===== src/sv/spq_pkg.sv =====
// ============================================================================
// spq_pkg
// Shared constants and types for the stable priority queue and its cells.
// ============================================================================
package spq_pkg;

  // Number of entries that the queue holds.
  localparam int unsigned QueueDepth = 16;

  // Width of the entry count, wide enough to hold QueueDepth itself.
  localparam int unsigned CntW = $clog2(QueueDepth + 1);

  localparam int unsigned DataW = 32;
  localparam int unsigned PrioW = 8;
  localparam int unsigned OccW  = 5;

  // Operation codes on the op field.
  localparam logic OP_INSERT  = 1'b0;
  localparam logic OP_EXTRACT = 1'b1;

  // Result status codes.
  localparam logic [1:0] STATUS_EXTRACTED = 2'd0;
  localparam logic [1:0] STATUS_EMPTY     = 2'd1;
  localparam logic [1:0] STATUS_INSERTED  = 2'd2;
  localparam logic [1:0] STATUS_FULL      = 2'd3;

  // Data word reported when no entry is returned.
  localparam logic signed [DataW-1:0] NO_DATA = '1;

  // Control broadcast from the top level to every cell of the row.
  typedef struct packed {
    logic                    do_insert;
    logic                    do_extract;
    logic signed [DataW-1:0] new_data;
    logic [PrioW-1:0]        new_prio;
  } cell_ctrl_t;

endpackage


===== src/sv/spq_cell.sv =====
// ============================================================================
// spq_cell
// One slot of the sorted row: holds an entry and trades it with its
// neighbors on insert and extract.
// ============================================================================
module spq_cell (
  input  logic                           clk_i,
  input  spq_pkg::cell_ctrl_t            ctrl_i,
  input  logic                           valid_i,
  input  logic                           left_keep_i,
  input  logic signed [spq_pkg::DataW-1:0] left_data_i,
  input  logic [spq_pkg::PrioW-1:0]      left_prio_i,
  input  logic signed [spq_pkg::DataW-1:0] right_data_i,
  input  logic [spq_pkg::PrioW-1:0]      right_prio_i,
  output logic                           keep_o,
  output logic signed [spq_pkg::DataW-1:0] data_o,
  output logic [spq_pkg::PrioW-1:0]      prio_o
);
  import spq_pkg::*;

  logic signed [DataW-1:0] data_q, data_d;
  logic [PrioW-1:0]        prio_q, prio_d;

  // The entry stays in place on insert when it is as urgent as the new item
  // or more. Since the row is sorted, these cells form a prefix.
  assign keep_o = valid_i && (prio_q <= ctrl_i.new_prio);

  // Next entry: stay, take the new item at the boundary, shift toward the
  // back on insert, or shift toward the front on extract.
  always_comb begin
    data_d = data_q;
    prio_d = prio_q;
    if (ctrl_i.do_insert && !keep_o) begin
      if (left_keep_i) begin
        data_d = ctrl_i.new_data;
        prio_d = ctrl_i.new_prio;
      end else begin
        data_d = left_data_i;
        prio_d = left_prio_i;
      end
    end else if (ctrl_i.do_extract) begin
      data_d = right_data_i;
      prio_d = right_prio_i;
    end
  end

  // Entry storage.
  always_ff @(posedge clk_i) begin
    data_q <= data_d;
    prio_q <= prio_d;
  end

  assign data_o = data_q;
  assign prio_o = prio_q;

endmodule


===== src/sv/stable_priority_queue.sv =====
// A result is registered when its item is accepted and appears in the cycle
// after. Throughput: one insert or extract per cycle while the result output
// is not stalled; every cell of the row compares and shifts in the same
// cycle, so the next item may follow at once. Reset: asynchronous, active low;
// it empties the queue and the result register. Entry storage is not cleared,
// only entries below the count are ever read.
// ============================================================================
// stable_priority_queue
// Bounded priority queue kept as a sorted row of cells; ties leave in
// arrival order.
// ============================================================================
module stable_priority_queue (
  input  logic                             clk_i,
  input  logic                             rst_ni,
  input  logic                             in_valid_i,
  output logic                             in_stall_o,
  input  logic                             op_i,
  input  logic signed [spq_pkg::DataW-1:0] data_in_i,
  input  logic [spq_pkg::PrioW-1:0]        priority_in_i,
  output logic                             out_valid_o,
  input  logic                             out_stall_i,
  output logic signed [spq_pkg::DataW-1:0] data_out_o,
  output logic [1:0]                       status_o,
  output logic [spq_pkg::OccW-1:0]         occupancy_o
);
  import spq_pkg::*;

  logic                    accept;
  logic                    is_full;
  logic                    is_empty;
  cell_ctrl_t              ctrl;
  logic [CntW-1:0]         count_q, count_d;
  logic [CntW+OccW-1:0]    count_ext;
  logic                    out_valid_q;
  logic signed [DataW-1:0] data_out_q, data_out_d;
  logic [1:0]              status_q, status_d;
  logic [OccW-1:0]         occ_q;

  logic                    keep_arr [QueueDepth];
  logic signed [DataW-1:0] data_arr [QueueDepth];
  logic [PrioW-1:0]        prio_arr [QueueDepth];

  // An item enters when the result register is free or is being drained.
  assign in_stall_o = out_valid_q && out_stall_i;
  assign accept     = in_valid_i && !in_stall_o;

  assign is_full  = (count_q == CntW'(QueueDepth));
  assign is_empty = (count_q == '0);

  // Control broadcast to the row.
  always_comb begin
    ctrl.do_insert  = accept && (op_i == OP_INSERT) && !is_full;
    ctrl.do_extract = accept && (op_i == OP_EXTRACT) && !is_empty;
    ctrl.new_data   = data_in_i;
    ctrl.new_prio   = priority_in_i;
  end

  // Row of cells, front entry in cell zero.
  for (genvar g = 0; g < QueueDepth; g++) begin : g_cell
    logic                    left_keep;
    logic signed [DataW-1:0] left_data;
    logic [PrioW-1:0]        left_prio;
    logic signed [DataW-1:0] right_data;
    logic [PrioW-1:0]        right_prio;
    logic                    cell_valid;

    assign cell_valid = (CntW'(g) < count_q);

    if (g == 0) begin : g_front
      assign left_keep = 1'b1;
      assign left_data = data_in_i;
      assign left_prio = priority_in_i;
    end else begin : g_mid
      assign left_keep = keep_arr[g-1];
      assign left_data = data_arr[g-1];
      assign left_prio = prio_arr[g-1];
    end

    if (g == QueueDepth - 1) begin : g_back
      assign right_data = data_arr[g];
      assign right_prio = prio_arr[g];
    end else begin : g_inner
      assign right_data = data_arr[g+1];
      assign right_prio = prio_arr[g+1];
    end

    spq_cell u_cell (
      .clk_i        (clk_i),
      .ctrl_i       (ctrl),
      .valid_i      (cell_valid),
      .left_keep_i  (left_keep),
      .left_data_i  (left_data),
      .left_prio_i  (left_prio),
      .right_data_i (right_data),
      .right_prio_i (right_prio),
      .keep_o       (keep_arr[g]),
      .data_o       (data_arr[g]),
      .prio_o       (prio_arr[g])
    );
  end

  // Entry count and the result of the accepted item.
  always_comb begin
    count_d    = count_q;
    data_out_d = NO_DATA;
    status_d   = STATUS_INSERTED;
    if (op_i == OP_INSERT) begin
      if (is_full) begin
        status_d = STATUS_FULL;
      end else begin
        count_d = count_q + CntW'(1);
      end
    end else begin
      if (is_empty) begin
        status_d = STATUS_EMPTY;
      end else begin
        status_d   = STATUS_EXTRACTED;
        data_out_d = data_arr[0];
        count_d    = count_q - CntW'(1);
      end
    end
  end

  // Occupancy carries the low bits of the count.
  assign count_ext = {{OccW{1'b0}}, count_d};

  // Count and output valid.
  always_ff @(posedge clk_i or negedge rst_ni) begin
    if (!rst_ni) begin
      count_q     <= '0;
      out_valid_q <= 1'b0;
    end else begin
      if (accept) begin
        count_q     <= count_d;
        out_valid_q <= 1'b1;
      end else if (!out_stall_i) begin
        out_valid_q <= 1'b0;
      end
    end
  end

  // Result payload.
  always_ff @(posedge clk_i) begin
    if (accept) begin
      data_out_q <= data_out_d;
      status_q   <= status_d;
      occ_q      <= count_ext[OccW-1:0];
    end
  end

  assign out_valid_o = out_valid_q;
  assign data_out_o  = data_out_q;
  assign status_o    = status_q;
  assign occupancy_o = occ_q;

endmodule


===== config.mk =====
export PLATFORM = sky130hd
export DESIGN_NAME = stable_priority_queue
export DESIGN_NICKNAME = d
export VERILOG_FILES = /design/src/sv/spq_pkg.sv /design/src/sv/spq_cell.sv /design/src/sv/stable_priority_queue.sv
export SDC_FILE = /design/constraint.sdc
export NUM_CORES = 1
export LEC_CHECK = 0
export BUFFER_PORTS_ARGS = -buffer_cell sky130_fd_sc_hd__buf_2
export CAP_MARGIN = 20
export CORE_ASPECT_RATIO = 2
export CORE_MARGIN = 2
export CORE_UTILIZATION = 65
export CTS_CLUSTER_DIAMETER = 50
export CTS_CLUSTER_SIZE = 40
export DETAILED_ROUTE_END_ITERATION = 8
export PLACE_DENSITY_LB_ADDON = 0.08
export SYNTH_ARGS = -nofsm -noshare
export SYNTH_HDL_FRONTEND = slang
export SYNTH_SLANG_ARGS = --single-unit
export TNS_END_PERCENT = 5

===== constraint.sdc =====
create_clock -name clk_i -period 7.5 [get_ports clk_i]
set_clock_uncertainty 0.05 [all_clocks]
set_input_delay 0.375 -clock clk_i [delete_from_list [all_inputs] [get_ports clk_i]]
set_output_delay 0.375 -clock clk_i [all_outputs]
set_load 0.005 [all_outputs]

==> flow_summary.json <==
{
  "path_class": "input pin to flip-flop",
  "critPathMaxStageDelay_ns": 0.75,
  "max_slew.worst_pin.slew_ns": 1.04,
  "drcViolationCount": 0,
  "die_h_um": 342,
  "hold_viol_final": 0,
  "grt_pass1_wl_um": 140000,
  "fin_crit_ns": 3.98,
  "power.density_nw_per_um2": 335,
  "cp_cell_sequence": "buf_2 > inv_1 > buf_4 > ha_1 > nor2b_1 > o211ai_1 > a21oi_1 > a211oi_4 > buf_4 > nand2b_2 > nand2_2",
  "n_fill_cell": 4234,
  "cts_tree": "done",
  "initial_core_util_pct": 65.5,
  "fin_nets": 3273,
  "avgViaCountPerCell": 6.35,
  "route.met3.wl_um": 5650,
  "synth.yosys.warnings": 0,
  "crit_top_cell": "buf_4",
  "seq_area_frac_synth_pct": 55.3,
  "core_um2": 56800,
  "grt_max_degree": 82,
  "fp.dieArea_um2": 59200,
  "drv_cap": 0,
  "routed_wl_um": 90600,
  "period_share_pct": 53.0,
  "syn-num-nets": 3319,
  "rsz0062_at_grt": "no",
  "avgRoutedWirePerCell_um": 23.3,
  "synth.top_cell.area_share_pct": 54.9,
  "setup_ws_ns": 3.52,
  "cts_resized": 0,
  "area_growth_pct": 6.56,
  "whs_ns": 0.126,
  "gp_congestion": 0.900,
  "syn_inst": 3142,
  "stdcell_area_um2": 39600,
  "grt_pass1_vias": 24100,
  "via_count": 24700,
  "setup_tns_ns": 0,
  "start_kind": "input pin",
  "drt-pass1-iter-count": 5,
  "synth_edf_count": 679,
  "slowest_stage": "nand2_2",
  "drt_iter0_drc": 2434,
  "synthArstFlopShare_pct": 0.876,
  "cp.arrival_ns": 4.07,
  "drive_above_1_share_pct": 12.8,
  "synth_top_area_cell": "edfxtp_1",
  "required_ns": 7.60,
  "cts_made_buffers": 40,
  "insertion_delay_ns": 0.62,
  "maxSlewViolCount": 0,
  "endpoint_kind": "flip-flop",
  "cp_max_fo": 41,
  "clock_path_buffers": 3,
  "ios": 86,
  "diodes": 0,
  "vdd_ir_drop_max_mv": 0.315,
  "wl_met1_um": 38600,
  "ys_seq_elements": 685,
  "root_buffer": "clkbuf_16",
  "setup_violations": 0,
  "synth_cell_types": 63,
  "place_ws_ns": 2.91,
  "overflow": 0,
  "fmax_mhz": 251,
  "top_layer": "met4",
  "syn-cell-area_um2": 37200,
  "path_clk_slew_ns": 0.10,
  "leakagePower_uw": 0.0154,
  "cts.sinks": 685,
  "relSlewSlack_pct": 30.2,
  "htreeDepth": 2,
  "synth_top_cells_by_count": "679 x edfxtp_1, 515 x mux2i_1, 364 x o21ai_0",
  "antenna_found_initial": 2,
  "die_x_um": 173,
  "avgSynthCellArea_um2": 11.8,
  "min_path_type": "input pin to async pin",
  "place_area_um2": 38000,
  "ant_nets": 0,
  "portBuffers": 85,
  "status": "complete, no violations",
  "grtUsageTotal_pct": 30.1,
  "rows": 124,
  "synthTopCellsByArea": "edfxtp_1 55%, mux2i_1 14%, o21ai_0 4.9%",
  "synth_most_common_cell": "edfxtp_1",
  "synthFlopType": "edfxtp_1",
  "dpl.hpwl_um": 59800,
  "met2_wirelength_um": 43900
}
==> sequential cells by signal, summed over array words and instances (netlist names) <==
register / cells
g_cell.u_cell.prio_o: 128
occupancy_o: 5
status_o: 2
count_q: 5
g_cell.u_cell.data_o: 512
out_valid_o: 1
data_out_o: 32
==> layer usage <==
| layer | GRT usage [%] | vias up |
|---|---|---|
| met5 | 0 | - |
| met4 | 9.22 | 0 |
| met3 | 2.96 | 149 |
| met2 | 50.8 | 855 |
| met1 | 41.7 | 12100 |
| li1 | - | 11500 |
==> what timing repair did <==
action                    CTS  global route
buffers inserted            0             0
hold endpoints to repair    7             0
hold buffers                2             0
==> metrics by stage <==
stage | total power (uW) | std cells | util (%)
floorplan | 9380 | 3142 | -
global placement | 10500 | 3803 | 66.9
detailed placement | 10600 | 3805 | 67.0
CTS | 13300 | 3881 | 69.6
global route | 13900 | 3884 | 69.8
finish | 13300 | 3884 | 69.8
==> critical path, delay by kind of cell <==
family,cells,cell delay (ns)
fa+ha+maj,1,0.32
compound gates,3,0.50
buf+inv,4,1.21
simple gates,3,1.60
==> kinds of logic (layout without fill, tap and decap cells) <==
kind of cell | count (synthesis) | after routing | share of synthesized area, %
buf+inv | 262 | 248 | 3.51
xor+xnor | 4 | 4 | 0.0943
fa+ha+maj | 132 | 132 | 4.44
simple gates | 666 | 666 | 7.62
flops | 685 | 685 | 55.3
mux | 677 | 677 | 18.8
compound gates | 716 | 716 | 10.3
==> worst paths after layout <==
check | start | to | slack, ns | cells past startpoint
worst max register to register | count_q[1] | g_cell[11].u_cell.data_o[5] | 3.58 | 9
worst min-delay path | rst_ni | count_q[3] | 0.13 | 2
worst max-delay path | priority_in_i[1] | g_cell[9].u_cell.data_o[9] | 3.52 | 11
min in group clk_i | out_stall_i | out_valid_o | 0.13 | 3
max in group asynchronous | rst_ni | count_q[0] | 7.13 | 2
worst min register to register | g_cell[15].u_cell.data_o[0] | g_cell[14].u_cell.data_o[0] | 0.48 | 1
==> power by group <==
part	internal [uW]	switching (uW)
logic	1920	2850
registers	5350	481
clock network	1230	1450
total	8500	4780
==> final cells by class <==
class | count | area (um2) | share of cell area (%)
Inverter | 28 | 105 | 0.265
Multi-Input combinational cell | 2195 | 15600 | 39.3
Timing Repair Buffer | 146 | 958 | 2.42
Sequential cell | 685 | 20500 | 51.9
Clock buffer | 42 | 1030 | 2.60
Tap cell | 756 | 946 | 2.39
Clock inverter | 32 | 458 | 1.16
==> layout by cell type (no fill, tap or decap), drive strengths merged, types with 6 or more instances in the layout <==
cell	n
o21a	10
buf	144
dfrtp	6
o21ai	428
nor2b	19
nor2	177
clkinv	12
edfxtp	679
nand2	362
nand4	26
o211ai	13
ha	132
a21oi	229
o31ai	6
mux2i	515
nand2b	43
mux2	162
inv	43
clkbuf	42
nor3	13
Note: power is estimated with default switching activity, not from simulation.
